File: src/spp_pkg.sv
// ----------------------------------------------------------------------------
// spp_pkg
// Types, register indexes and the row-to-segment locator shared by the
// partial-refresh scheduler modules.
// ----------------------------------------------------------------------------
package spp_pkg;

	localparam int SPP_ROW_W = 16;
	localparam int SPP_PTR_W = 14;
	localparam int SPP_SEG_W = 2;   // up to four segments
	localparam int SPP_MAX_SEGS = 4;
	localparam int SPP_CFG_IDX_W = 3;
	localparam int SPP_CFG_DATA_W = 16;

	localparam logic [SPP_PTR_W-1:0] SPP_PTR_MAX = 14'h3FFF;

	// configuration register indexes
	localparam logic [SPP_CFG_IDX_W-1:0] SPP_REG_INTERVAL = 3'd0;
	localparam logic [SPP_CFG_IDX_W-1:0] SPP_REG_RANKS    = 3'd1;
	localparam logic [SPP_CFG_IDX_W-1:0] SPP_REG_ROW      = 3'd2;
	localparam logic [SPP_CFG_IDX_W-1:0] SPP_REG_PTR0     = 3'd3;
	localparam logic [SPP_CFG_IDX_W-1:0] SPP_REG_PTR1     = 3'd4;
	localparam logic [SPP_CFG_IDX_W-1:0] SPP_REG_PTR2     = 3'd5;
	localparam logic [SPP_CFG_IDX_W-1:0] SPP_REG_PTR3     = 3'd6;

	// input item
	typedef struct packed {
		logic                 action;       // 0 tick, 1 access
		logic [SPP_ROW_W-1:0] row_address;
	} spp_in_t;

	// result item
	typedef struct packed {
		logic                 refresh_issued;
		logic [3:0]           rank_mask;
		logic [SPP_ROW_W-1:0] refresh_row;
		logic                 pointer_raised;
	} spp_out_t;

	// classified item, front to back
	typedef struct packed {
		logic                 is_access;
		logic                 seg_valid;
		logic [SPP_SEG_W-1:0] seg_idx;
		logic [SPP_PTR_W-1:0] ptr_value;    // offset, saturated to pointer width
	} spp_cmd_t;

	// segment lookup of one row
	typedef struct packed {
		logic                 valid;
		logic [SPP_SEG_W-1:0] idx;
		logic [SPP_ROW_W-1:0] off;
	} spp_loc_t;

	// configuration write, top to back
	typedef struct packed {
		logic                      en;
		logic [SPP_CFG_IDX_W-1:0]  index;
		logic [SPP_CFG_DATA_W-1:0] data;
	} spp_cfg_wr_t;

	// Segment index and in-segment offset by compares against segment bounds.
	// seg_size and seg_count are elaboration constants at every call site.
	function automatic spp_loc_t spp_locate(input logic [SPP_ROW_W-1:0] row,
			input logic [16:0] seg_size, input logic [2:0] seg_count);
		spp_loc_t             loc;
		logic [18:0]          row_x;
		logic [18:0]          base;
		logic [SPP_SEG_W-1:0] idx;
		row_x = {3'b000, row};
		idx = '0;
		for (int k = 1; k < SPP_MAX_SEGS; k++) begin
			if (3'(k) < seg_count && row_x >= 19'(k) * {2'b00, seg_size}) begin
				idx = SPP_SEG_W'(k);
			end
		end
		base = {17'd0, idx} * {2'b00, seg_size};
		loc.valid = row_x < {16'd0, seg_count} * {2'b00, seg_size};
		loc.idx = idx;
		loc.off = SPP_ROW_W'(row_x - base);
		return loc;
	endfunction

endpackage

File: src/spp_front.sv
// ----------------------------------------------------------------------------
// spp_front
// Accepts input transactions and classifies them: finds the segment and
// saturated offset of an access before it is queued.
// ----------------------------------------------------------------------------
module spp_front #(
	parameter int ROW_COUNT = 65536,
	parameter int SEGMENT_COUNT = 4
) (
	input  logic             in_valid,
	output logic             in_stall,
	input  spp_pkg::spp_in_t in_item,
	input  logic             q_full,
	output logic             q_push,
	output spp_pkg::spp_cmd_t q_cmd
);
	import spp_pkg::*;

	localparam int SegRaw = ROW_COUNT / SEGMENT_COUNT;
	localparam int SegSize = (SegRaw == 0) ? 1 : SegRaw;

	spp_loc_t loc;

	assign in_stall = q_full;
	assign q_push = in_valid && !q_full;

	always_comb begin
		loc = spp_locate(in_item.row_address, 17'(SegSize), 3'(SEGMENT_COUNT));
		q_cmd.is_access = in_item.action;
		q_cmd.seg_valid = loc.valid;
		q_cmd.seg_idx = loc.idx;
		if (loc.off > {2'b00, SPP_PTR_MAX}) begin
			q_cmd.ptr_value = SPP_PTR_MAX;
		end else begin
			q_cmd.ptr_value = loc.off[SPP_PTR_W-1:0];
		end
	end

endmodule

File: src/spp_fifo.sv
// ----------------------------------------------------------------------------
// spp_fifo
// Two-entry queue of classified items between front and back.
// ----------------------------------------------------------------------------
module spp_fifo (
	input  logic              clk,
	input  logic              arst_n,
	input  logic              push,
	input  spp_pkg::spp_cmd_t wr_cmd,
	output logic              full,
	input  logic              pop,
	output logic              rd_valid,
	output spp_pkg::spp_cmd_t rd_cmd
);
	import spp_pkg::*;

	localparam int Depth = 2;
	localparam int PtrW = $clog2(Depth);
	localparam int CntW = $clog2(Depth + 1);

	spp_cmd_t        mem_q [Depth];
	logic [PtrW-1:0] wr_ptr_q;
	logic [PtrW-1:0] rd_ptr_q;
	logic [CntW-1:0] count_q;

	assign full = count_q == CntW'(Depth);
	assign rd_valid = count_q != '0;
	assign rd_cmd = mem_q[rd_ptr_q];

	always_ff @(posedge clk or negedge arst_n) begin
		if (!arst_n) begin
			wr_ptr_q <= '0;
			rd_ptr_q <= '0;
			count_q <= '0;
		end else begin
			if (push) begin
				wr_ptr_q <= wr_ptr_q + 1'b1;
			end
			if (pop) begin
				rd_ptr_q <= rd_ptr_q + 1'b1;
			end
			if (push && !pop) begin
				count_q <= count_q + 1'b1;
			end else if (pop && !push) begin
				count_q <= count_q - 1'b1;
			end
		end
	end

	always_ff @(posedge clk) begin
		if (push) begin
			mem_q[wr_ptr_q] <= wr_cmd;
		end
	end

endmodule

File: src/spp_back.sv
// ----------------------------------------------------------------------------
// spp_back
// Holds the scheduler state and configuration, carries out queued items and
// keeps the result in an output register.
// ----------------------------------------------------------------------------
module spp_back #(
	parameter int ROW_COUNT = 65536,
	parameter int SEGMENT_COUNT = 4
) (
	input  logic                 clk,
	input  logic                 arst_n,
	input  spp_pkg::spp_cfg_wr_t cfg_wr,
	input  logic                 q_valid,
	input  spp_pkg::spp_cmd_t    q_cmd,
	output logic                 q_pop,
	output logic                 out_valid,
	input  logic                 out_stall,
	output spp_pkg::spp_out_t    out_result
);
	import spp_pkg::*;

	localparam int SegRaw = ROW_COUNT / SEGMENT_COUNT;
	localparam int SegSize = (SegRaw == 0) ? 1 : SegRaw;
	localparam logic [SPP_ROW_W:0] Rows = (SPP_ROW_W+1)'(ROW_COUNT);

	logic [15:0]          interval_q;
	logic [2:0]           rank_count_q;
	logic [15:0]          tick_q;
	logic [SPP_ROW_W-1:0] row_q;
	logic [SPP_PTR_W-1:0] ptr_q [SPP_MAX_SEGS];
	logic                 out_valid_q;
	spp_out_t             out_result_q;

	spp_loc_t             loc;
	logic [3:0]           mask;
	logic [16:0]          tick_next;
	logic                 expire;
	logic [SPP_ROW_W:0]   row_adv;
	logic [SPP_ROW_W-1:0] row_next;
	logic                 hit;
	logic                 raise;
	logic [SPP_SEG_W-1:0] wr_seg;

	assign q_pop = q_valid && (!out_valid_q || !out_stall);
	assign out_valid = out_valid_q;
	assign out_result = out_result_q;

	always_comb begin
		// all-bank mask, saturated at four ranks
		case (rank_count_q)
			3'd0:    mask = 4'b0000;
			3'd1:    mask = 4'b0001;
			3'd2:    mask = 4'b0011;
			3'd3:    mask = 4'b0111;
			default: mask = 4'b1111;
		endcase
		tick_next = {1'b0, tick_q} + 17'd1;
		expire = tick_next >= {1'b0, interval_q};   // zero interval acts as one
		row_adv = expire ? ({1'b0, row_q} + 17'd1) : {1'b0, row_q};
		row_next = (row_adv >= Rows) ? '0 : row_adv[SPP_ROW_W-1:0];
		loc = spp_locate(row_q, 17'(SegSize), 3'(SEGMENT_COUNT));
		hit = expire && loc.valid && (loc.off <= {2'b00, ptr_q[loc.idx]}) &&
			(mask != 4'b0000);
		raise = q_cmd.seg_valid && (q_cmd.ptr_value > ptr_q[q_cmd.seg_idx]);
		wr_seg = SPP_SEG_W'(cfg_wr.index - SPP_REG_PTR0);
	end

	always_ff @(posedge clk or negedge arst_n) begin
		if (!arst_n) begin
			interval_q <= 16'd6240;
			rank_count_q <= 3'd1;
			tick_q <= '0;
			row_q <= '0;
			for (int k = 0; k < SPP_MAX_SEGS; k++) begin
				ptr_q[k] <= '0;
			end
			out_valid_q <= 1'b0;
		end else begin
			if (cfg_wr.en) begin
				case (cfg_wr.index)
					SPP_REG_INTERVAL: interval_q <= cfg_wr.data;
					SPP_REG_RANKS:    rank_count_q <= cfg_wr.data[2:0];
					SPP_REG_ROW:      row_q <= cfg_wr.data;
					SPP_REG_PTR0, SPP_REG_PTR1, SPP_REG_PTR2, SPP_REG_PTR3: begin
						ptr_q[wr_seg] <= cfg_wr.data[SPP_PTR_W-1:0];
					end
					default: ;
				endcase
			end else if (q_pop) begin
				if (q_cmd.is_access) begin
					if (raise) begin
						ptr_q[q_cmd.seg_idx] <= q_cmd.ptr_value;
					end
				end else begin
					tick_q <= expire ? '0 : tick_next[15:0];
					row_q <= row_next;
				end
			end
			if (q_pop) begin
				out_valid_q <= 1'b1;
			end else if (!out_stall) begin
				out_valid_q <= 1'b0;
			end
		end
	end

	always_ff @(posedge clk) begin
		if (q_pop) begin
			if (q_cmd.is_access) begin
				out_result_q.refresh_issued <= 1'b0;
				out_result_q.rank_mask <= 4'b0000;
				out_result_q.refresh_row <= row_q;
				out_result_q.pointer_raised <= raise;
			end else begin
				out_result_q.refresh_issued <= hit;
				out_result_q.rank_mask <= hit ? mask : 4'b0000;
				out_result_q.refresh_row <= row_next;
				out_result_q.pointer_raised <= 1'b0;
			end
		end
	end

endmodule

File: src/segment_pointer_partial_refresh.sv
// ----------------------------------------------------------------------------
// segment_pointer_partial_refresh
// DRAM partial-refresh scheduler with per-segment high-water pointers.
// ----------------------------------------------------------------------------
// One input transaction (tick or access) gives exactly one result transaction.
// The block takes one transaction per clock while in_stall is low; a result
// reaches out_valid via a queue entry and the output register. A front stage
// classifies each item (segment and offset of an access) and pushes it into a
// two-entry queue; the back stage updates the tick counter, refresh row
// counter and segment pointers, one item per cycle when not stalled, into a
// single output register. in_stall rises only once the queue has filled
// behind a stalled output register. Configuration writes are always ready and
// also load the refresh row counter or a segment pointer; they are meant to be
// issued while no transaction is in flight. No clearing pass after reset.
module segment_pointer_partial_refresh #(
	parameter int ROW_COUNT = 65536,    // rows in the refresh space, 4..65536
	parameter int SEGMENT_COUNT = 4     // segments with own pointer, 1..4
) (
	input  logic                                 clk,
	input  logic                                 arst_n,
	input  logic                                 in_valid,
	output logic                                 in_stall,
	input  spp_pkg::spp_in_t                     in_item,
	output logic                                 out_valid,
	input  logic                                 out_stall,
	output spp_pkg::spp_out_t                    out_result,
	input  logic                                 cfg_valid,
	output logic                                 cfg_ready,
	input  logic [spp_pkg::SPP_CFG_IDX_W-1:0]    cfg_index,
	input  logic [spp_pkg::SPP_CFG_DATA_W-1:0]   cfg_data
);
	import spp_pkg::*;

	logic        q_push;
	logic        q_full;
	logic        q_pop;
	logic        q_valid;
	spp_cmd_t    push_cmd;
	spp_cmd_t    pop_cmd;
	spp_cfg_wr_t cfg_wr;

	// register writes complete in the cycle they are presented
	assign cfg_ready = 1'b1;
	assign cfg_wr.en = cfg_valid && cfg_ready;
	assign cfg_wr.index = cfg_index;
	assign cfg_wr.data = cfg_data;

	// front: accept and classify
	spp_front #(
		.ROW_COUNT     (ROW_COUNT),
		.SEGMENT_COUNT (SEGMENT_COUNT)
	) u_front (
		.in_valid (in_valid),
		.in_stall (in_stall),
		.in_item  (in_item),
		.q_full   (q_full),
		.q_push   (q_push),
		.q_cmd    (push_cmd)
	);

	// queue decouples input acceptance from result back-pressure
	spp_fifo u_fifo (
		.clk      (clk),
		.arst_n   (arst_n),
		.push     (q_push),
		.wr_cmd   (push_cmd),
		.full     (q_full),
		.pop      (q_pop),
		.rd_valid (q_valid),
		.rd_cmd   (pop_cmd)
	);

	// back: state update and result register
	spp_back #(
		.ROW_COUNT     (ROW_COUNT),
		.SEGMENT_COUNT (SEGMENT_COUNT)
	) u_back (
		.clk        (clk),
		.arst_n     (arst_n),
		.cfg_wr     (cfg_wr),
		.q_valid    (q_valid),
		.q_cmd      (pop_cmd),
		.q_pop      (q_pop),
		.out_valid  (out_valid),
		.out_stall  (out_stall),
		.out_result (out_result)
	);

endmodule

File: config.mk
export PLATFORM = sky130hd
export DESIGN_NAME = segment_pointer_partial_refresh
export DESIGN_NICKNAME = d
export VERILOG_FILES = /design/src/spp_pkg.sv /design/src/spp_front.sv /design/src/spp_fifo.sv /design/src/spp_back.sv /design/src/segment_pointer_partial_refresh.sv
export SDC_FILE = /design/constraint.sdc
export NUM_CORES = 1
export LEC_CHECK = 0
export BUFFER_PORTS_ARGS = -buffer_cell sky130_fd_sc_hd__buf_2
export CAP_MARGIN = 15
export CORE_MARGIN = 3
export CORE_UTILIZATION = 50
export CTS_CLUSTER_SIZE = 12
export DETAILED_ROUTE_END_ITERATION = 10
export PLACE_DENSITY = 0.8
export REMOVE_ABC_BUFFERS = 1
export SLEW_MARGIN = 20
export SYNTH_ARGS = -nofsm -noshare
export SYNTH_HDL_FRONTEND = slang
export SYNTH_SLANG_ARGS = --single-unit
File: constraint.sdc
create_clock -name clk -period 5.5 [get_ports clk]
set_input_delay 1.1 -clock clk [delete_from_list [all_inputs] [get_ports clk]]
set_output_delay 1.1 -clock clk [all_outputs]
set_load 0.01 [all_outputs]
# ---- Yosys cells after proc, flatten, opt, wreduce, memory -nomap -nowiden
# Memory sizes are Yosys's and may differ from the RTL's.
# Cells that the tools add are included.
dict set report word_totals {
  ramBits 34
  register_bits 134
  out_inout_bits 25
  memories 1
  word_cells 131
}
dict set report op_classes {
  order_cmp 16
  n_eq_ne 14
  reduce_logical 30
  n_addsub 9
  n_mux 39
  n_bitwise 6
}
# memory depth width read_ports rd_ports_with_merged_regs wr line_no
set mem_list {}
lappend mem_list {u_fifo.mem_q 2 17 1 0 1 spp_fifo.sv:21} ;# spp_cmd_t mem_q [Depth];
# operator count
set op_table {}
lappend op_table {{2-to-1 mux 56 bit} 5}
lappend op_table {{bitwise mux 56 bit} 2}
lappend op_table {{2-to-1 mux 14 bit} 7}
lappend op_table {{2-to-1 mux 16 bit} 6}
lappend op_table {{greater-or-equal comparator 16 bit (second input constant)} 4}
lappend op_table {{binary-select mux 14 bit (select 2 bit)} 2}
lappend op_table {{demux 14 bit (select 2 bit)} 2}
lappend op_table {{adder 16 x 1 -> 17 bit (second input constant)} 2}
lappend op_table {{2-to-1 mux 17 bit} 2}
lappend op_table {{greater-or-equal comparator 16 x 15 -> 1 bit (second input constant)} 2}
lappend op_table {{subtractor 16 bit} 2}
lappend op_table {{greater-or-equal comparator 17 x 16 -> 1 bit} 1}
lappend op_table {{greater-or-equal comparator 17 bit (second input constant)} 1}
lappend op_table {{> comparator 16 x 14 -> 1 bit (second input constant)} 1}
lappend op_table {{less-or-equal comparator 16 x 14 -> 1 bit} 1}
lappend op_table {{case mux 4 bit (4 select lines)} 1}
lappend op_table {{> comparator 14 bit} 1}
lappend op_table {{== test 3 x 2 -> 1 bit (second input constant)} 4}
lappend op_table {{2-to-1 mux 2 bit} 6}
lappend op_table {{nonzero test 2 bit} 5}
lappend op_table {{== test 3 bit (second input constant)} 3}
lappend op_table {{greater-or-equal comparator 3 bit (second input constant)} 3}
lappend op_table {{inverter 2 -> 3 bit} 3}
lappend op_table {{logical AND 1 bit} 8}
lappend op_table {{other kinds (21)} 40}

# ---- Logic depth before layout (Yosys ltp)
dict set report logic_depth {
  ltp_word 13
  mapped_depth 15
  depth_no_buf 13
}

# ---- Hierarchy
# Synthesis repeated with hierarchy kept, for this count alone.
dict set report hier_totals {
  hier_cells 976
  area_unflattened_um2 9958.3
}
# mod n_inst area_per_inst_um2 cells_each
set modules_own_cells {}
lappend modules_own_cells {spp_back 1 8309.2 881}
lappend modules_own_cells {spp_fifo 1 1537.7 72}
lappend modules_own_cells {spp_front 1 100.1 21}
lappend modules_own_cells {segment_pointer_partial_refresh 1 11.3 2}

# ---- Worst setup path after synthesis
# No wires, ideal clock.
dict set report synth_path {
  kind {reg-to-reg}
  from {register u_fifo.rd_ptr_q}
  to {register u_back.ptr_q[37] (netlist bit)}
  slack_ns 1.940
  stages_incl_launch_ff 16
  setup_ns 0.083
  t_arrival_ns 3.478
  required_time_ns 5.417
  period_less_slack_ns 3.560
  path_cell_list {dfrtp_1 > mux2i_4 > buf_2 > mux4_2 > inv_1 > ha_1 > nand3_1 > nor3_2 > o21ai_0 > a21oi_1 > a211oi_2 > clkbuf_1 > buf_2 > buf_2 > o211ai_1 > o21ai_0}
}
dict set report synth_between {
  elab_chain_cells 11
  word_cells_on_any_way 20
}
# element line_no
set synth_lines {}
lappend synth_lines {{start, declared} spp_fifo.sv:23} ;# logic [PtrW-1:0] rd_ptr_q;
lappend synth_lines {{start signal, assigned} spp_fifo.sv:40} ;# rd_ptr_q <= rd_ptr_q + 1'b1;
lappend synth_lines {{memory read (2 x 17 bit) *} --}
lappend synth_lines {{parallel branches: the longest is 10 deep, another holds > comparator 14 bit} --}
lappend synth_lines {{end signal, assigned by index} spp_back.sv:85} ;# ptr_q[wr_seg] <= cfg_wr.data[SPP_PTR_W-1:0];
lappend synth_lines {{end signal, assigned by index} spp_back.sv:92} ;# ptr_q[q_cmd.seg_idx] <= q_cmd.ptr_value;
lappend synth_lines {{end, declared} spp_back.sv:30} ;# logic [SPP_PTR_W-1:0] ptr_q [SPP_MAX_SEGS];
# Mark *: on every way between the ends. The select of a mux whose other input is x is not followed.
# A chain may end at the register's enable or synchronous reset.

# ---- Worst setup path in the final report
dict set report layout_path {
  from {register u_back.tick_q[0]}
  to {register u_back.tick_q[13]}
}
dict set report layout_between {
  elab_chain_cells 3
}
# element line_no
set layout_lines {}
lappend layout_lines {{start, declared} spp_back.sv:28} ;# logic [15:0] tick_q;
lappend layout_lines {{start signal, assigned} spp_back.sv:95} ;# tick_q <= expire ? '0 : tick_next[15:0];
lappend layout_lines {{adder 16 x 1 -> 17 bit *} spp_back.sv:57} ;# tick_next = {1'b0, tick_q} + 17'd1;
lappend layout_lines {{greater-or-equal comparator 17 x 16 -> 1 bit} spp_back.sv:58} ;# expire = tick_next >= {1'b0, interval_q};
lappend layout_lines {{2-to-1 mux 16 bit *} spp_back.sv:95}
# Every way passes the cells marked *; elsewhere a longest branch is shown, timed or not.

==> out/metrics.csv <==
stage,metric,value,unit
run_status,status,"complete, no violations",
yosys,Synth Flop Type,dfrtp_1,
clock_network,hold buffers post-CTS,0,
worst_setup_path,CP max FO,16,
sta,Final min period,4.327,ns
yosys,synth unique cells,75,
clock_network,Longest Clk Path Bufs,2,
routing,DR DRC count,0,
sta,max_slew headroom,0.2235,
yosys,Yosys reg bits,168,
sta,Final period util,0.7867,
clock_network,CTS tree,yes,
power,VDD IR max,0.5069,mV
worst_setup_path,CP top delay family,simple AND/OR/NAND/NOR gates,
global_route,first-pass GRT wire length,48030,µm
placement,dpl hpwl,20330,µm
worst_setup_path,arrival time at the worst endpoint,4.65,ns
sta,f_max,231.1,MHz
sta,Layout Skew,0.009901,ns
worst_hold_path,Hold Crit Class,flop to flop,
worst_setup_path,worst path cell trace,ha_1 > nand3_2 > nor2_1 > and3_1 > xor2_1 > ha_1 > nand2_1 > nor2_1 > a211oi_1 > o2bb2ai_1 > nor2_2 > nand2_1 > o41ai_1,
worst_setup_path,Worst setup EP type,flop,
routing,Wirelength per Cell,22.41,µm
power,pwr dens,534.2,nW/µm²
global_route,initial antenna violation count,2,
clock_network,Post-CTS Setup Inserts,0,
power,Lkg Pwr,4.541,nW
clock_network,Clock Latency Late Sink,0.44,ns
worst_setup_path,"Req. time, crit path",5.82,ns
placement,pre-CTS setup slack,1.233,ns
worst_setup_path,slowest cell on the critical path,nor2_2,
finish,final non-filler cell total,1353,
finish,filler instances,1720,
yosys,ys async rst share,0.6667,
clock_network,clock-pin slew of the registers on the worst-case setup and hold paths,0.07,ns
sta,setup TNS,0,ns
worst_setup_path,CP startpoint kind,flop,
routing,total number of vias,9083,
sta,Final WS setup,1.173,ns
sta,endpoints failing setup,0,
placement,GP Congestion,0.9731,
routing,final WL,30330,µm
floorplanning,Die Wd,150.5,µm
clock_network,clk sinks,168,
sta,final hold vios,0,
finish,area of the multi-input gates,5441,µm²
worst_setup_path,CP Buf/Inv Count,0,
job,number of max-cap violations,0,
finish,layout cells sized above 1,0.1850,
floorplanning,num ports,66,
yosys,Synth Instances,1031,
worst_setup_path,crit-path max cell delay,0.74,ns
routing,Vias per Instance,6.713,
floorplanning,Die H,150.5,µm
placement,PortBufs,64,
power,total power,6.200,mW
yosys,"Seq/Total Area, Yosys",0.4303,
floorplanning,Core ar.,20360,µm²
routing,Initial DRC Count,966,
routing,Final ANT Viol Nets,0,
yosys,"EDFF count, synth",56,
finish,sequential cell area,4491,µm²
floorplanning,die area,22640,µm²
floorplanning,Core Rows,52,
placement,dpl cells,1319,
finish,Area Growth Syn to Fin,11.24,%
floorplanning,starting density of the core,0.5124,
routing,DR pass1 iterations,6,
clock_network,CTS Root Cell,clkbuf_16,
sta,hold slack,0.5103,ns
finish,nets,1159,
yosys,Synth Warn #,0,
yosys,syn_area_per_cell,10.12,µm²
global_route,GR Overflow Total,0,
clock_network,# H-tree levels,4,
global_route,vias in the first global route,8844,
sta,slew at the pin with the worst max-slew slack,1.132,ns
sta,RSZ-0062 raised after global routing,no,
clock_network,number of gates resized after cts,0,
clock_network,total CTS buffers,17,
worst_setup_path,critical path class,flop to flop,
yosys,Post-Syn Area,10440,µm²
global_route,gr usage total,0.2730,
global_route,largest net degree at the start of global routing,58,
sta,Final Max Slew Viols,0,
## routing by layer
metal | up-vias | track usage | wire length [µm]
li1 | 3969 | - | -
met1 | 4366 | 0.3691 | 11810
met2 | 626 | 0.4214 | 13810
met3 | 122 | 0.07164 | 3482
met4 | 0 | 0.1080 | 1230
met5 | - | 0 | 0
## state kept, by name (all words and copies together) (netlist names)
name,flops
u_back.interval_q,16
u_back.out_result,22
u_back.out_valid,1
u_back.ptr_q,56
u_back.rank_count_q,3
u_back.row_q,16
u_back.tick_q,16
u_fifo.count_q,2
u_fifo.mem_q,34
u_fifo.rd_ptr_q,1
u_fifo.wr_ptr_q,1
## cells in the final DEF, fill, tap and decap left out, types with 30 or more instances in the layout
cell type and count:
nand2_1 67, o21ai_0 73, dfrtp_1 107, nor2_1 70, buf_2 63, o22ai_1 32, or4_1 30, ha_1 50
a22oi_1 47, inv_1 54, nand3_1 59, o211ai_1 35, edfxtp_1 56
## power by group
group	switching (mW)	internal, mW
Sequential	0.395	1.76
Clock	0.535	0.736
Combinational	1.67	1.11
Total	2.60	3.60
## synthesized netlist by cell type (6+ instances only)
| master | number | area (µm²) |
|---|---|---|
| nand2b_1 | 22 | 137.6 |
| ha_1 | 50 | 625.6 |
| nor2b_1 | 6 | 37.54 |
| o22ai_1 | 32 | 200.2 |
| nor2_1 | 70 | 262.8 |
| mux4_2 | 28 | 630.6 |
| a21oi_1 | 23 | 115.1 |
| nand3_1 | 59 | 295.3 |
| a211oi_1 | 6 | 45.04 |
| a22oi_2 | 9 | 112.6 |
| nor4_1 | 6 | 37.54 |
| xor2_1 | 14 | 122.6 |
| edfxtp_1 | 56 | 1682 |
| and3_1 | 13 | 81.33 |
| buf_2 | 17 | 85.08 |
| a22oi_1 | 47 | 352.8 |
| o21ai_0 | 73 | 365.4 |
| clkbuf_1 | 45 | 168.9 |
| or4_1 | 30 | 225.2 |
| mux2_2 | 18 | 202.7 |
| nand2_1 | 67 | 251.5 |
| nand4_1 | 14 | 87.58 |
| inv_1 | 54 | 202.7 |
| xnor2_1 | 12 | 105.1 |
| o211ai_1 | 35 | 262.8 |
| dfrtp_1 | 107 | 2678 |
| nor3_1 | 18 | 90.09 |
## final cells by class
cell class / instances / area share
sequential: 168 / 0.3869
antenna: 2 / 0.0004312
clock buffer: 20 / 0.03848
inverter: 54 / 0.01746
multi-input combinational: 739 / 0.4688
timing repair buffer: 88 / 0.04441
clock inverter: 12 / 0.01444
tap: 270 / 0.02910
## worst register-to-register path, cell delays in order, from the launching register on
cell and delay [ns]:
dfrtp_1 0.45, ha_1 0.33, nand3_2 0.20, nor2_1 0.27, and3_1 0.25, xor2_1 0.19
ha_1 0.29, nand2_1 0.08, nor2_1 0.04, a211oi_1 0.22, o2bb2ai_1 0.35, nor2_2 0.74
nand2_1 0.42, o41ai_1 0.38
## through the flow
| stage | util | instance area [µm²] |
|---|---|---|
| after floorplan | - | 10120 |
| after global placement | 0.5396 | 10990 |
| after detailed placement | 0.5396 | 10990 |
| after CTS | 0.5697 | 11600 |
| after global routing | 0.5700 | 11610 |
| final | 0.5700 | 11610 |
## path summary, 6_finish.rpt
path | from | end | slack, ns | cells after the start
min in group asynchronous | arst_n | u_back.tick_q[13]$_DFFE_PN0P_ | 0.59 | 1
worst max register to register | u_back.tick_q[0]$_DFFE_PN0P_ | u_back.tick_q[13]$_DFFE_PN0P_ | 1.17 | 13
worst min register to register | u_fifo.wr_ptr_q$_DFFE_PN0P_ | u_fifo.wr_ptr_q$_DFFE_PN0P_ | 0.51 | 1
worst max-delay path | u_back.tick_q[0]$_DFFE_PN0P_ | u_back.tick_q[13]$_DFFE_PN0P_ | 1.17 | 13
worst min-delay path | u_fifo.wr_ptr_q$_DFFE_PN0P_ | u_fifo.wr_ptr_q$_DFFE_PN0P_ | 0.51 | 1
max in group asynchronous | arst_n | u_back.ptr_q[1]$_DFFE_PN0P_ | 3.84 | 2
## logic make-up (layout without fill, tap and decap cells)
logic type,count (synthesis),count (layout),share of synthesized area
compound gates,278,278,0.1842
xor+xnor,26,26,0.02182
fa+ha+maj,50,50,0.05995
buf+inv,124,174,0.04988
flops,168,168,0.4303
mux,51,51,0.08669
other cells,1,3,0.0003594
simple gates,333,333,0.1668
No activity file was read; power rests on OpenSTA's default activity.
